<file path="src/hw/rtl/itsc_pkg.sv">
// ----------------------------------------------------------------------------
// itsc_pkg: shared types and constants for the identifier token scanner
// Item structs, phase and status codes, character constants and the
// character class functions used by the scan step.
// ----------------------------------------------------------------------------
`default_nettype none

package itsc_pkg;

  // parameter defaults
  localparam int MAX_ANGLE_DEPTH_DEF = 255;
  localparam int POSITION_BITS_DEF   = 16;

  // width of the resume offset on the result item
  localparam int RESUME_W = 16;

  // configuration register indexes
  localparam logic CFG_DELIMITER  = 1'b0;
  localparam logic CFG_IDENT_MODE = 1'b1;

  // scan phases
  localparam logic [1:0] PH_IDLE  = 2'd0;
  localparam logic [1:0] PH_LEAD  = 2'd1;
  localparam logic [1:0] PH_BODY  = 2'd2;
  localparam logic [1:0] PH_TRAIL = 2'd3;

  // status codes
  localparam logic [2:0] ST_BUSY        = 3'd0;
  localparam logic [2:0] ST_OK          = 3'd1;
  localparam logic [2:0] ST_UNEXP_END   = 3'd2;
  localparam logic [2:0] ST_BAD_START   = 3'd3;
  localparam logic [2:0] ST_MISMATCH    = 3'd4;
  localparam logic [2:0] ST_OVERFLOW    = 3'd5;
  localparam logic [2:0] ST_EXP_IDENT   = 3'd6;

  // character constants
  localparam logic [7:0] CH_NUL    = 8'h00;
  localparam logic [7:0] CH_TAB    = 8'h09;
  localparam logic [7:0] CH_LF     = 8'h0A;
  localparam logic [7:0] CH_VT     = 8'h0B;
  localparam logic [7:0] CH_FF     = 8'h0C;
  localparam logic [7:0] CH_CR     = 8'h0D;
  localparam logic [7:0] CH_SPACE  = 8'h20;
  localparam logic [7:0] CH_QUOTE  = 8'h22;
  localparam logic [7:0] CH_DOLLAR = 8'h24;
  localparam logic [7:0] CH_STAR   = 8'h2A;
  localparam logic [7:0] CH_COMMA  = 8'h2C;
  localparam logic [7:0] CH_MINUS  = 8'h2D;
  localparam logic [7:0] CH_DOT    = 8'h2E;
  localparam logic [7:0] CH_COLON  = 8'h3A;
  localparam logic [7:0] CH_LT     = 8'h3C;
  localparam logic [7:0] CH_GT     = 8'h3E;
  localparam logic [7:0] CH_LBRACK = 8'h5B;
  localparam logic [7:0] CH_BSLASH = 8'h5C;
  localparam logic [7:0] CH_RBRACK = 8'h5D;
  localparam logic [7:0] CH_USCORE = 8'h5F;
  localparam logic [7:0] CH_BTICK  = 8'h60;
  localparam logic [7:0] CH_LBRACE = 8'h7B;
  localparam logic [7:0] CH_RBRACE = 8'h7D;

  // input item
  typedef struct packed {
    logic [7:0] char_in;
    logic       scan_start;
  } char_item_t;

  // result item
  typedef struct packed {
    logic                emit_valid;
    logic [7:0]          token_char;
    logic                scan_done;
    logic [2:0]          status;
    logic [RESUME_W-1:0] resume_index;
  } token_item_t;

  // configuration register contents
  typedef struct packed {
    logic [7:0] delimiter;
    logic       identifier_mode;
  } cfg_t;

  function automatic logic is_alpha(input logic [7:0] c);
    return (c >= 8'h61 && c <= 8'h7A) || (c >= 8'h41 && c <= 8'h5A);
  endfunction

  function automatic logic is_digit(input logic [7:0] c);
    return c >= 8'h30 && c <= 8'h39;
  endfunction

  // newline is not whitespace here
  function automatic logic is_ws(input logic [7:0] c);
    return c == CH_SPACE || c == CH_TAB || c == CH_CR || c == CH_VT || c == CH_FF;
  endfunction

  function automatic logic ident_start(input logic [7:0] c);
    return is_alpha(c) || c == CH_USCORE || c == CH_STAR || c == CH_DOLLAR ||
           is_digit(c);
  endfunction

  function automatic logic single_token(input logic [7:0] c);
    return c == CH_LBRACE || c == CH_RBRACE || c == CH_LBRACK || c == CH_RBRACK ||
           c == CH_COMMA || c == CH_BTICK;
  endfunction

  function automatic logic token_start(input logic [7:0] c);
    return c == CH_QUOTE || c == CH_MINUS || single_token(c) || ident_start(c);
  endfunction

  function automatic logic body_char(input logic [7:0] c);
    return is_alpha(c) || c == CH_USCORE || is_digit(c) || c == CH_DOT ||
           c == CH_QUOTE;
  endfunction

endpackage

`default_nettype wire

</file>
<file path="src/hw/rtl/identifier_token_scanner_core.sv">
// ----------------------------------------------------------------------------
// identifier_token_scanner_core: streaming token scanner
// Takes one expression byte per item and streams out the token text plus
// the scan status and resume offset.
// ----------------------------------------------------------------------------
// Usage:
//   char channel (char_valid, char_stall, char_item): one byte per item;
//   scan_start on the first byte of each new token scan.
//   token channel (token_valid, token_stall, token_item): exactly one result
//   item per accepted byte, in order.
//   cfg port (cfg_we, cfg_index, cfg_data): write the delimiter and the
//   identifier mode only while no byte is in flight.
// Path: a byte accepted goes into the input register, and its result goes
//   into the output register when the scan step advances it.
// Throughput: one byte per cycle while token_stall is low; the scan state
//   is updated by one logic pass between the input and output registers.
// Reset: empties both registers, puts the scanner in idle and clears the
//   configuration to delimiter none, identifier mode off.
// Stall: while token_stall holds, the output item stays put; the input
//   register still takes one more byte, then char_stall rises until the
//   output moves.
// ----------------------------------------------------------------------------
`default_nettype none

module identifier_token_scanner_core
  import itsc_pkg::*;
#(
  parameter int MAX_ANGLE_DEPTH = MAX_ANGLE_DEPTH_DEF,
  parameter int POSITION_BITS   = POSITION_BITS_DEF
) (
  input  wire logic       clk,
  input  wire logic       rst,
  input  wire logic       char_valid,
  output logic            char_stall,
  input  wire char_item_t char_item,
  output logic            token_valid,
  input  wire logic       token_stall,
  output token_item_t     token_item,
  input  wire logic       cfg_we,
  input  wire logic       cfg_index,
  input  wire logic [7:0] cfg_data
);

  cfg_t        cfg;
  logic        in_full;
  char_item_t  in_buf;
  logic        advance;
  token_item_t step_result;

  itsc_cfg_regs u_cfg (
    .clk       (clk),
    .rst       (rst),
    .cfg_we    (cfg_we),
    .cfg_index (cfg_index),
    .cfg_data  (cfg_data),
    .cfg       (cfg)
  );

  // the buffered byte moves on when the output register is free
  assign advance    = in_full && (!token_valid || !token_stall);
  assign char_stall = in_full && !advance;

  // input register
  always_ff @(posedge clk) begin
    if (rst) begin
      in_full <= 1'b0;
    end else if (char_valid && !char_stall) begin
      in_full <= 1'b1;
    end else if (advance) begin
      in_full <= 1'b0;
    end
  end

  always_ff @(posedge clk) begin
    if (char_valid && !char_stall) begin
      in_buf <= char_item;
    end
  end

  itsc_scan_core #(
    .MAX_ANGLE_DEPTH (MAX_ANGLE_DEPTH),
    .POSITION_BITS   (POSITION_BITS)
  ) u_core (
    .clk       (clk),
    .rst       (rst),
    .step_en   (advance),
    .char_item (in_buf),
    .cfg       (cfg),
    .result    (step_result)
  );

  // output register
  always_ff @(posedge clk) begin
    if (rst) begin
      token_valid <= 1'b0;
    end else if (advance) begin
      token_valid <= 1'b1;
    end else if (!token_stall) begin
      token_valid <= 1'b0;
    end
  end

  always_ff @(posedge clk) begin
    if (advance) begin
      token_item <= step_result;
    end
  end

  // every step lands in the output register
  a_step_lands: assert property (@(posedge clk) disable iff (rst)
    advance |=> token_valid)
    else $error("scan step lost its result item");

  // input is held back only by a stalled, full output
  a_stall_cause: assert property (@(posedge clk) disable iff (rst)
    char_stall |-> token_valid && token_stall && in_full)
    else $error("input stalled without output back-pressure");

  // a waiting result is never overwritten
  a_no_overwrite: assert property (@(posedge clk) disable iff (rst)
    token_valid && token_stall |-> !advance)
    else $error("stalled result item overwritten");

endmodule

`default_nettype wire

</file>
<file path="src/hw/rtl/itsc_cfg_regs.sv">
// ----------------------------------------------------------------------------
// itsc_cfg_regs: configuration registers
// Holds the delimiter byte and the identifier mode flag, written through
// a plain write port.
// ----------------------------------------------------------------------------
`default_nettype none

module itsc_cfg_regs
  import itsc_pkg::*;
(
  input  wire logic       clk,
  input  wire logic       rst,
  input  wire logic       cfg_we,
  input  wire logic       cfg_index,
  input  wire logic [7:0] cfg_data,
  output cfg_t            cfg
);

  cfg_t cfg_q;

  // register writes
  always_ff @(posedge clk) begin
    if (rst) begin
      cfg_q <= '0;
    end else if (cfg_we) begin
      unique case (cfg_index)
        CFG_DELIMITER:  cfg_q.delimiter       <= cfg_data;
        CFG_IDENT_MODE: cfg_q.identifier_mode <= cfg_data[0];
      endcase
    end
  end

  assign cfg = cfg_q;

endmodule

`default_nettype wire

</file>
<file path="src/hw/rtl/itsc_scan_core.sv">
// ----------------------------------------------------------------------------
// itsc_scan_core: per-byte scan step
// Holds the scan state and computes, for one byte, the result item and
// the next state in a single pass of combinational logic.
// ----------------------------------------------------------------------------
`default_nettype none

module itsc_scan_core
  import itsc_pkg::*;
#(
  parameter int MAX_ANGLE_DEPTH = MAX_ANGLE_DEPTH_DEF,
  parameter int POSITION_BITS   = POSITION_BITS_DEF
) (
  input  wire logic       clk,
  input  wire logic       rst,
  input  wire logic       step_en,
  input  wire char_item_t char_item,
  input  wire cfg_t       cfg,
  output token_item_t     result
);

  localparam int AW = $clog2(MAX_ANGLE_DEPTH + 1);
  localparam int PB = POSITION_BITS;
  localparam int RW = PB + 1;
  localparam int EW = (RW > RESUME_W + 1) ? RW : RESUME_W + 1;
  localparam logic [AW-1:0] DEPTH_MAX = AW'(MAX_ANGLE_DEPTH);
  localparam logic [RW-1:0] POS_MAX   = {1'b0, {PB{1'b1}}};
  localparam logic [EW-1:0] RES_MAX   = EW'({1'b0, {RESUME_W{1'b1}}});

  // scan state
  logic [1:0]    phase;
  logic [AW-1:0] angle_depth;
  logic          inside_quotes;
  logic          escape_pending;
  logic          trailing_space_seen;
  logic [PB-1:0] byte_position;

  logic [1:0]    phase_next;
  logic [AW-1:0] angle_depth_next;
  logic          inside_quotes_next;
  logic          escape_pending_next;
  logic          trailing_space_seen_next;
  logic [PB-1:0] byte_position_next;

  // step working signals
  logic [7:0]    c;
  logic [PB-1:0] pos_cur;
  logic          early_done;
  logic          idle_skip;
  logic          stop;
  logic          end_req;
  logic          trail_req;
  logic          emit;
  logic [7:0]    emit_char;
  logic          done;
  logic [2:0]    status;
  logic [RW-1:0] resume_w;
  logic [RW-1:0] resume_pos;
  logic [EW-1:0] resume_ext;

  assign c = char_item.char_in;

  // one scan step
  always_comb begin
    phase_next               = phase;
    angle_depth_next         = angle_depth;
    inside_quotes_next       = inside_quotes;
    escape_pending_next      = escape_pending;
    trailing_space_seen_next = trailing_space_seen;
    pos_cur                  = byte_position;
    early_done               = 1'b0;
    idle_skip                = 1'b0;
    stop                     = 1'b0;
    end_req                  = 1'b0;
    trail_req                = 1'b0;
    emit                     = 1'b0;
    emit_char                = '0;
    done                     = 1'b0;
    status                   = ST_BUSY;
    resume_w                 = '0;

    // a start byte clears the state and opens a new scan
    if (char_item.scan_start) begin
      phase_next               = PH_LEAD;
      angle_depth_next         = '0;
      inside_quotes_next       = 1'b0;
      escape_pending_next      = 1'b0;
      trailing_space_seen_next = 1'b0;
      pos_cur                  = '0;
      if (cfg.identifier_mode && !(ident_start(c) || c == CH_QUOTE)) begin
        early_done = 1'b1;
        done       = 1'b1;
        status     = ST_EXP_IDENT;
        phase_next = PH_IDLE;
      end
    end

    if (!early_done) begin
      unique case (phase_next)
        PH_IDLE: begin
          idle_skip = 1'b1;
        end
        PH_LEAD: begin
          if (!is_ws(c)) begin
            if (!token_start(c)) begin
              done       = 1'b1;
              status     = (c == CH_NUL || c == CH_LF) ? ST_UNEXP_END : ST_BAD_START;
              resume_w   = RW'(pos_cur);
              phase_next = PH_IDLE;
            end else begin
              emit      = 1'b1;
              emit_char = c;
              if (single_token(c)) begin
                done       = 1'b1;
                status     = ST_OK;
                resume_w   = RW'(pos_cur) + RW'(1);
                phase_next = PH_IDLE;
              end else begin
                inside_quotes_next = (c == CH_QUOTE);
                phase_next         = PH_BODY;
              end
            end
          end
        end
        PH_BODY: begin
          if (escape_pending_next) begin
            // escaped byte goes out raw, escaped NUL still ends the body
            escape_pending_next = 1'b0;
            if (c == CH_NUL) begin
              end_req = 1'b1;
            end else begin
              emit      = 1'b1;
              emit_char = c;
            end
          end else if (c == CH_NUL) begin
            end_req = 1'b1;
          end else begin
            priority if (c == CH_LT) begin
              if (angle_depth_next >= DEPTH_MAX) begin
                stop       = 1'b1;
                done       = 1'b1;
                status     = ST_OVERFLOW;
                resume_w   = RW'(pos_cur);
                phase_next = PH_IDLE;
              end else begin
                angle_depth_next = angle_depth_next + AW'(1);
              end
            end else if (c == CH_GT) begin
              if (angle_depth_next == '0) begin
                stop    = 1'b1;
                end_req = 1'b1;
              end else begin
                angle_depth_next = angle_depth_next - AW'(1);
              end
            end else if (c == CH_QUOTE) begin
              inside_quotes_next = ~inside_quotes_next;
            end else if (c == CH_BSLASH) begin
              stop                = 1'b1;
              escape_pending_next = 1'b1;
            end else if (!body_char(c) && !inside_quotes_next) begin
              stop    = 1'b1;
              end_req = 1'b1;
            end else begin
              stop = 1'b0;
            end
            if (!stop) begin
              if (cfg.delimiter != CH_NUL && c == cfg.delimiter) begin
                end_req = 1'b1;
              end else begin
                emit      = 1'b1;
                emit_char = c;
              end
            end
          end
        end
        PH_TRAIL: begin
          trail_req = 1'b1;
        end
      endcase

      // body end: open angles are an error, otherwise look for trailing space
      if (end_req) begin
        if (angle_depth_next != '0) begin
          done       = 1'b1;
          status     = ST_MISMATCH;
          resume_w   = RW'(pos_cur);
          phase_next = PH_IDLE;
        end else begin
          trail_req = 1'b1;
        end
      end

      // trailing whitespace and the colon step-back
      if (trail_req) begin
        if (is_ws(c)) begin
          trailing_space_seen_next = 1'b1;
          phase_next               = PH_TRAIL;
        end else begin
          done       = 1'b1;
          status     = ST_OK;
          phase_next = PH_IDLE;
          if (c == CH_COLON && trailing_space_seen_next && pos_cur != '0) begin
            resume_w = RW'(pos_cur) - RW'(1);
          end else begin
            resume_w = RW'(pos_cur);
          end
        end
      end
    end

    // saturating byte counter
    byte_position_next = pos_cur;
    if (!early_done && !idle_skip && pos_cur != {PB{1'b1}}) begin
      byte_position_next = pos_cur + PB'(1);
    end
  end

  // resume offset saturates at the counter range, then at the field range
  always_comb begin
    resume_pos = (resume_w > POS_MAX) ? POS_MAX : resume_w;
    resume_ext = (EW'(resume_pos) > RES_MAX) ? RES_MAX : EW'(resume_pos);
  end

  assign result.emit_valid   = emit;
  assign result.token_char   = emit_char;
  assign result.scan_done    = done;
  assign result.status       = status;
  assign result.resume_index = resume_ext[RESUME_W-1:0];

  // state registers
  always_ff @(posedge clk) begin
    if (rst) begin
      phase               <= PH_IDLE;
      angle_depth         <= '0;
      inside_quotes       <= 1'b0;
      escape_pending      <= 1'b0;
      trailing_space_seen <= 1'b0;
      byte_position       <= '0;
    end else if (step_en) begin
      phase               <= phase_next;
      angle_depth         <= angle_depth_next;
      inside_quotes       <= inside_quotes_next;
      escape_pending      <= escape_pending_next;
      trailing_space_seen <= trailing_space_seen_next;
      byte_position       <= byte_position_next;
    end
  end

  // a finished scan leaves the core idle
  a_done_goes_idle: assert property (@(posedge clk) disable iff (rst)
    step_en && result.scan_done |=> phase == PH_IDLE)
    else $error("scan finished but phase is not idle");

  // state only moves on a step
  a_state_holds: assert property (@(posedge clk) disable iff (rst)
    !step_en |=> $stable(phase) && $stable(byte_position) && $stable(angle_depth))
    else $error("scan state changed without a step");

  // a stray byte outside a scan gives an empty result
  a_idle_quiet: assert property (@(posedge clk) disable iff (rst)
    step_en && phase == PH_IDLE && !char_item.scan_start |->
      !result.emit_valid && !result.scan_done && result.status == ST_BUSY)
    else $error("result produced outside a scan");

endmodule

`default_nettype wire

</file>
<file path="config.mk">
export PLATFORM = sky130hd
export DESIGN_NAME = identifier_token_scanner_core
export DESIGN_NICKNAME = d
export VERILOG_FILES = /design/src/hw/rtl/itsc_pkg.sv /design/src/hw/rtl/identifier_token_scanner_core.sv /design/src/hw/rtl/itsc_cfg_regs.sv /design/src/hw/rtl/itsc_scan_core.sv
export SDC_FILE = /design/constraint.sdc
export NUM_CORES = 1
export LEC_CHECK = 0
export BUFFER_PORTS_ARGS = -buffer_cell sky130_fd_sc_hd__clkbuf_2
export CORE_MARGIN = 5
export CORE_UTILIZATION = 35
export CTS_CLUSTER_SIZE = 25
export DETAILED_ROUTE_END_ITERATION = 8
export SYNTH_ARGS = -nofsm -noshare
export SYNTH_HDL_FRONTEND = slang
export SYNTH_HIERARCHICAL = 1
export SYNTH_SLANG_ARGS = --single-unit
</file>
<file path="constraint.sdc">
create_clock -name clk -period 11.07 [get_ports clk]
set_clock_uncertainty 0.05 [all_clocks]
set_input_delay 1.107 -clock clk [delete_from_list [all_inputs] [get_ports clk]]
set_output_delay 1.107 -clock clk [all_outputs]
set_load 0.01 [all_outputs]
</file>
* Word level (Yosys, flattened, before mapping)
Index checks and enable logic that the tools add are counted.
Operators by class: equal/unequal tests 28, magnitude comparators 9, bitwise logic cells 2, reduce and logical (&&, ||, !) cells 54, add/sub/neg operators 5, multiplexer cells 144
Operator list (number):
- 17-bit 2-to-1 mux | 13
- 8-bit 2-to-1 mux | 17
- 8-bit by 6-bit == test with 1-bit output, second input constant | 10
- 1-bit 2-to-1 mux | 77
- 8-bit by 7-bit == test with 1-bit output, second input constant | 7
- 16-bit 2-to-1 mux | 3
- 3-bit 2-to-1 mux | 14
- 8-bit by 4-bit == test with 1-bit output, second input constant | 5
- 17-bit by 16-bit greater-than comparator with 1-bit output, second input constant | 2
- 17-bit one-hot mux with 2 select lines | 1
- 2-bit 2-to-1 mux | 13
- 1-bit logical OR | 23
- 16-bit by 1-bit adder with 17-bit output, second input constant | 1
- 16-bit by 1-bit subtractor with 17-bit output, second input constant | 1
- 16-bit by 1-bit adder with 16-bit output, second input constant | 1
- 8-bit by 7-bit >= comparator with 1-bit output, second input constant | 2
- 8-bit by 7-bit less-or-equal comparator with 1-bit output, second input constant | 2
- 8-bit logical NOT | 2
- 16-bit != test, second input constant | 1
- 8-bit one-hot mux with 2 select lines | 1
- 16-bit nonzero test | 1
- 8-bit nonzero test | 2
- 1-bit logical AND | 13
- 1-bit logical NOT | 9
- other kinds (16) | 21
Storage, ports and cells: flip-flop bits (word level) 78, word-level logic and storage cells 259

* Depth between registers and ports, before layout
Gate-level depths: netlist of run 1.
depth after elaboration 30, depth in mapped cells 18, gate-level depth less buffers 15

* Modules after synthesis
The synthesis of run 1 kept the hierarchy.
By module, submodules not included:
- itsc_scan_core | sequential area each 580.6 um^2, cells an instance 682, area an instance 4458.0 um^2, instances 1
- identifier_token_scanner_core | sequential area each 1181.1 um^2, cells an instance 48, area an instance 1227.4 um^2, instances 1
- itsc_cfg_regs | sequential area each 180.2 um^2, cells an instance 40, area an instance 444.2 um^2, instances 1

* Worst setup path before layout of run 1
OpenSTA, ideal clock, no wires.
path kind input -> register, start input token_stall, end register u_core.byte_position[2], library setup time 70 ps, arrival time 4760 ps, setup slack 6190 ps, stages 6, cells stage by stage a21boi_0 inv_1 nor2_1 clkbuf_1 nand3_1 a21oi_1
Between the ends: cells in the longest elaborated chain, start to end 3
RTL lines:
- start: declaration | RTL line identifier_token_scanner_core.sv:37 | input wire logic token_stall,
- 1-bit logical NOT
- 1-bit logical OR | RTL line identifier_token_scanner_core.sv:60 | assign advance = in_full && (!token_valid || !token_stall);
- 1-bit logical AND | RTL line identifier_token_scanner_core.sv:60
- end signal: assignment | RTL line itsc_scan_core.sv:245 | byte_position <= byte_position_next;
- end: declaration | RTL line itsc_scan_core.sv:36 | logic [PB-1:0] byte_position;
No other way between the ends. A chain may end at the register's enable or synchronous reset.

* Final worst setup path of run 1
start register in_buf[3] (netlist bit), end register token_item[2] (netlist bit), data pin
Between the ends: cells in the longest elaborated chain, start to end 30, elaborated cells between the ends (all ways) 114
RTL lines:
- start: declaration | RTL line identifier_token_scanner_core.sv:46 | char_item_t in_buf;
- start signal: assignment | RTL line identifier_token_scanner_core.sv:76 | in_buf <= char_item;
- 8-bit by 7-bit >= comparator with 1-bit output / 8-bit by 7-bit less-or-equal comparator with 1-bit output (equally long branches) | RTL line itsc_pkg.sv:83 | return (c >= 8'h61 && c <= 8'h7A) || (c >= 8'h41 && c <= 8'h5A);
- 1-bit logical AND | RTL line itsc_pkg.sv:83
- 1-bit logical OR | RTL line itsc_pkg.sv:83
- 1-bit logical OR | RTL line itsc_pkg.sv:96, itsc_pkg.sv:110
- 1-bit logical OR (3 in a row) | RTL line itsc_pkg.sv:110 | return is_alpha(c) || c == CH_USCORE || is_digit(c) || c == CH_DOT ||
- 1-bit logical NOT | RTL line itsc_scan_core.sv:160 | end else if (!body_char(c) && !inside_quotes_next) begin
- 1-bit logical AND | RTL line itsc_scan_core.sv:160
- 1-bit 2-to-1 mux | RTL line itsc_scan_core.sv:160
- [... 12 more ...]
- 1-bit 2-to-1 mux | RTL line itsc_scan_core.sv:98 | if (!early_done) begin
- 17-bit 2-to-1 mux / 1-bit 2-to-1 mux (equally long branches) | RTL line itsc_scan_core.sv:182 | if (end_req) begin
- 17-bit 2-to-1 mux / 1-bit 2-to-1 mux (equally long branches) | RTL line itsc_scan_core.sv:195, itsc_scan_core.sv:98
- 17-bit 2-to-1 mux | RTL line itsc_scan_core.sv:194 | if (trail_req) begin
- 17-bit 2-to-1 mux (*) | RTL line itsc_scan_core.sv:98
- 17-bit by 16-bit greater-than comparator with 1-bit output | RTL line itsc_scan_core.sv:220 | resume_pos = (resume_w > POS_MAX) ? POS_MAX : resume_w;
- 17-bit 2-to-1 mux (*) | RTL line itsc_scan_core.sv:220
- 17-bit by 16-bit greater-than comparator with 1-bit output | RTL line itsc_scan_core.sv:221 | resume_ext = (EW'(resume_pos) > RES_MAX) ? RES_MAX : EW'(resume_pos);
- end signal: assignment | RTL line identifier_token_scanner_core.sv:105 | token_item <= step_result;
- end: declaration | RTL line identifier_token_scanner_core.sv:38 | output token_item_t token_item,
Mark *: on every way between the ends. The rest lies on a longest branch, timed or not. The select of a mux whose other input is x is not followed.

==> results.toml, run 1 <==
[floorplan]
dieArea_sq_um = 20300
rows = 48
io_pins = 54
start_util = 0.356
chipWidth_um = 142
coreArea_sq_um = 17200
die_y_um = 142

[layout]
final_area_sq_um = 6760
nets = 809
syn2layout_area_growth_pct = 10.3
diodes = 0
drive_gt1_frac = 0.134
utilization = 0.392
fillers = 1754

[clock_network]
cts_max_level = 3
clkSinkCount = 78
cts_setup_buffers = 0
cts_root_buf = "clkbuf_16"
clk_pin_slew_ns = 0.06
cts_tree = "built"
hold_buffers = 0
clk_latency_ns = 0.34
cts_buffer_depth = 2
cts_buffers = 9
cts_resized = 0

[global_routing]
busiest_layer = "met1"
grt_util_met1 = 0.280
grt_max_degree = 61
grt-ovfl-total = 0
gr-usage-met2 = 0.270
antenna_found_initial = 0
grtUsageTotal = 0.188
grt_pass1_vias = 5591
grt_pass1_wl_um = 30900
grtUsageMet3 = 0.0299

[pwr]
total_power_mw = 0.718
p_leak_nw = 2.35
cellPowerDensity_nw_per_um2 = 106
ir_drop_mv = 0.0564

[min_path]
hold_path_class = "flip-flop to flip-flop"
hold_end = "u_core/trailing_space_seen"
min_from = "u_core/trailing_space_seen"
min_path_cells = 2

[setup_path]
reg2reg_depth = 14
cp-end-kind = "flip-flop"
r2r_end = "token_item[2]"
reg2reg_slack_ns = 5.08
cp.arrival_ns = 6.09
worst-path-max-fanout = 23
cp.required_ns = 11.17
r2r-start = "in_buf[3]"
worst-setup-path-type = "flip-flop to flip-flop"
start_kind = "flip-flop"

[synth]
syn-cell-area_sq_um = 6130
syn_avg_cell_area_sq_um = 7.96
synth-async-reset-ratio = 0
synthFlopType = "dfxtp_1"
syn_nets = 802
ys_warn_count = 6
synth_top_area_share = 0.186
ys_ff_latch = 78
synthCells = 770
synth-seq-area-share = 0.317
synth_cell_types = 82
synth_largest_area_cell = "edfxtp_1"
synthTopCellsByArea = "edfxtp_1, dfxtp_1, nor2_1, a21oi_1, o21ai_0"
synth-edff-count = 38

[status]
status = "complete, no violations"

[placed_design]
numPortBuffers = 53
placed_area_sq_um = 6450
gp_congestion = 0.933
dpl_worst_slack_ns = 5.20
dp_hpwl_um = 13600

[sta]
fmax_mhz = 167
setup_violations = 0
timing.setup.tns_ns = 0
rsz0062_at_grt = "no"
tightest_slew_ns = 0.968
slew_viol_final = 0
hold_violations = 0
max_slew_margin = 0.354
period_share = 0.541
period_minus_slack_ns = 5.99
finalWorstSetupSlack_ns = 5.08

[detailed_routing]
antenna_left = 0
wl_per_cell_um = 18.9
dr.pass1.iters = 5
post_drt_via_cell_ratio = 6.08
initialDrtViolationCount = 1020
routed_wl_um = 19000
dr_total_vias = 6118
drc = 0

[run]
max_cap_violations = 0
## cells in the mapped netlist, types with 9 or more instances
cell / n
nor2_1: 79
nand2_1: 58
a21oi_1: 54
o21ai_0: 50
clkbuf_1: 40
dfxtp_1: 40
edfxtp_1: 38
nor3_1: 30
nand2b_1: 23
nand3_1: 23
nor2b_1: 22
a22oi_1: 17
and2_1: 17
inv_1: 17
xor2_1: 15
nand4_1: 14
buf_2: 11
o211ai_1: 11
nor4_1: 10
a31oi_1: 9
a32oi_1: 9
and3_1: 9
ha_1: 9
o31ai_1: 9
or3_1: 9
## logic make-up (layout without fill, tap and decap cells)
group,count (synthesis),after routing,synth area share
simple gates,343,343,0.311
compound gates,234,234,0.260
buf+inv,81,93,0.0569
flops,78,78,0.317
xor+xnor,22,22,0.0314
fa+ha+maj,9,9,0.0184
mux,3,3,0.00510
## power breakdown
group          switching, mW  leakage, nW  total, mW  internal [mW]
registers             0.0109        0.677      0.325          0.314
logic                 0.0556         1.52     0.0856         0.0300
clock network          0.114        0.149      0.308          0.194
total                  0.180         2.35      0.718          0.538
## state kept, by name, summed over array words and instances, names as in the netlist
name and flops:
in_full 1, token_valid 1, u_core/byte_position 16, u_core/trailing_space_seen 1, in_buf 9, u_cfg/cfg 9
u_core/escape_pending 1, u_core/inside_quotes 1, token_item 29, u_core/phase 2, u_core/angle_depth 8
## final cells by class
class / count / area [sq um] / area share
timing repair buffer: 58 / 303 / 0.0448
clock inverter: 3 / 41.3 / 0.00611
inverter: 19 / 71.3 / 0.0105
tap: 225 / 282 / 0.0416
clock buffer: 13 / 272 / 0.0402
sequential: 78 / 1940 / 0.287
multi-input combinational: 611 / 3850 / 0.569
## worst max-delay path by stage
stage | end | start | cells after the start
after global routing | token_item[8] | in_buf[3] | 14
after global placement | token_item[2] | in_buf[3] | 14
after CTS | token_item[8] | in_buf[3] | 14
after floorplan | u_core/byte_position[2] | token_stall | 6
after detailed placement | token_item[8] | in_buf[3] | 14
final | token_item[2] | in_buf[3] | 14
## critical path: stages (launching register included)
cell       delay, ns
edfxtp_1        0.68
or4_4           0.67
o211ai_1        0.12
o211a_1         0.28
o2111ai_1       0.45
o21ai_0         0.40
ha_1            0.39
nand2_1         0.12
nor2_1          0.47
a31oi_1         0.26
nor4_4          0.43
and4_1          0.56
a31o_2          0.52
a211oi_1        0.09
a221oi_1        0.30
## through the flow
step | hold slack (ns) | std cells
floorplan | 0.395 | 770
global placement | 0.416 | 991
detailed placement | 0.417 | 991
CTS | 0.432 | 1007
global route | 0.458 | 1007
finish | 0.433 | 1007
## metal layers
metal | up-vias | wire length, um
li1 | 2895 | -
met4 | 0 | 510
met3 | 41 | 1670
met5 | - | 0
met2 | 321 | 8160
met1 | 2861 | 8640
## cell usage in the layout (no fill, tap or decap), drive strengths merged, types with 10 or more instances in the layout
| cell type | Yosys | final |
|---|---|---|
| nor2b | 22 | 22 |
| nor2 | 81 | 81 |
| a31oi | 10 | 10 |
| inv | 19 | 19 |
| nor3 | 30 | 30 |
| o211ai | 12 | 12 |
| nor4 | 11 | 11 |
| o21ai | 60 | 60 |
| dfxtp | 40 | 40 |
| nand2 | 58 | 58 |
| clkbuf | 42 | 66 |
| xor2 | 15 | 15 |
| nand2b | 23 | 23 |
| nand3 | 24 | 24 |
| edfxtp | 38 | 38 |
| a21oi | 55 | 55 |
| nand4 | 15 | 15 |
| and2 | 17 | 17 |
| a22oi | 17 | 17 |
(Power assumes the default switching activity.)
==> run 2: changes to the inputs <==
==> constraint.sdc (replaced) <==
create_clock -name clk -period 6.3 [get_ports clk]
set_clock_uncertainty 0.05 [all_clocks]
set_input_delay 0.63 -clock clk [delete_from_list [all_inputs] [get_ports clk]]
set_output_delay 0.63 -clock clk [all_outputs]
set_load 0.01 [all_outputs]
==> results.toml, run 2 (synthesis gave the netlist of run 1 again) <==
[layout]
drive_gt1_frac = 0.137
utilization = 0.392
fillers = 1729
final_cell_count_no_fill = 1011
layout_common_cells = "nor2_1, nand2_1, a21oi_1"
largest_register_ffs = 29
regMostFlops = "token_item"
final_common_cell = "nor2_1"
syn2layout_area_growth_pct = 10.2
final_area_sq_um = 6760
diodes = 0
nets = 813
reg_top3 = "token_item (29), u_core/byte_position (16)"

[clock_network]
cts_resized = 0
cts_buffer_depth = 2
cts_root_buf = "clkbuf_16"
clk_pin_slew_ns = 0.06
clkSinkCount = 78
cts_max_level = 3
cts_buffers = 9
hold_buffers = 0
clk_latency_ns = 0.34
cts_setup_buffers = 0
cts_tree = "built"

[min_path]
min_from = "char_item[7]"
min_path_cells = 1
hold_path_class = "input port to flip-flop"
hold_end = "in_buf[7]"

[global_routing]
grt-ovfl-total = 0
grt_max_degree = 53
grt_pass1_wl_um = 31000
grt_pass1_vias = 5606
antenna_found_initial = 0
grtUsageTotal = 0.189

[setup_path]
cp_cell_sequence = "buf_4 > or4_4 > o211ai_1 > o211a_1 > o2111ai_1 > buf_4 > o21ai_0 > ha_1 > nand2_1 > nor2_1 > a31oi_1 > nor4b_4 > and4_1 > a31o_2 > a311oi_1 > a221oi_1"
start_kind = "flip-flop"
reg2reg_depth = 16
cp.required_ns = 6.39
worst-path-max-fanout = 23
r2r-start = "in_buf[3]"
cp-end-kind = "flip-flop"
reg2reg_slack_ns = 0.83
worst-setup-path-type = "flip-flop to flip-flop"
critPathMaxStageDelay_ns = 0.58
cp.arrival_ns = 5.56
crit_top_cell = "buf_4"
r2r_end = "token_item[8]"
critPathSlowestCell = "or4_4"

[sta]
rsz0062_at_grt = "no"
finalWorstSetupSlack_ns = 0.830
period_share = 0.868
setup_violations = 0
period_minus_slack_ns = 5.47
fmax_mhz = 183
holdWs_ns = 0.408
tightest_slew_ns = 0.961
slew_viol_final = 0
max_slew_margin = 0.359
timing.setup.tns_ns = 0
hold_violations = 0

[placed_design]
place_inst = 995
placed_area_sq_um = 6480
numPortBuffers = 53
dpl_worst_slack_ns = 0.961
dp_hpwl_um = 13900
gp_congestion = 0.968

[detailed_routing]
dr_total_vias = 6097
route.met3.wl_um = 1740
wl_per_cell_um = 19.0
dr.pass1.iters = 6
m1WireLength_um = 8730
routed_wl_um = 19200
initialDrtViolationCount = 815
routed.top_layer = "met4"
drc = 0
post_drt_via_cell_ratio = 6.03
antenna_left = 0
wl_met2_um = 8260

[pwr]
total_power_mw = 1.22
p_leak_nw = 2.35
cellPowerDensity_nw_per_um2 = 180
ir_drop_mv = 0.104

[floorplan]
rows = 48
start_util = 0.356
chipWidth_um = 142
coreArea_sq_um = 17200
dieArea_sq_um = 20300
die_y_um = 142
io_pins = 54

[run]
max_cap_violations = 0

[status]
status = "complete, no violations"
==> run 2: changes by cell type in the layout (fill, tap and decap cells not counted) <==
cell        previous run  this run
clkbuf_1               2         3
clkbuf_8               1         0
clkinvlp_4             1         2
buf_4                  5         9
bufinv_16              1         0
==> run 2: worst max path at each step <==
stage                     depth (start not counted)      start  slack (ns)              to
after CTS                                        16  in_buf[3]        0.91   token_item[8]
after detailed placement                         16  in_buf[3]        0.96   token_item[8]
after global routing                             15  in_buf[1]        0.30   token_item[8]
after global placement                           16  in_buf[3]        1.09   token_item[2]
final                                            16  in_buf[3]        0.83   token_item[8]
after floorplan                                  17  in_buf[0]        1.76  token_item[19]
==> run 2: final cells by class <==
class,instances,area (sq um),share of cell area
well taps,225,282,0.0417
flip-flops and latches,78,1940,0.287
multi-input cells,611,3850,0.570
inverters,19,71.3,0.0106
clock inverters,3,18.8,0.00278
clock buffers,13,262,0.0387
repair buffers,62,333,0.0493
==> run 2: worst max-delay path, delay by kind of cell (launching register included) <==
family                     cells  cell delay, ns
AOI/OAI and AO/OA              8            1.90
adders and majority gates      1            0.38
buffers and inverters          2            0.44
DFF                            1            0.36
and+or+nand+nor                5            2.13
==> run 2: layer usage <==
layer,vias to the layer above,GRT usage
li1,2903,-
met1,2840,0.280
met2,318,0.283
met3,36,0.0276
met4,0,0.0585
met5,-,0
==> run 2: power breakdown <==
group          internal [mW]  switching (mW)
Combinational         0.0542           0.102
Clock                  0.290           0.204
Sequential             0.552          0.0151
Total                  0.896           0.322
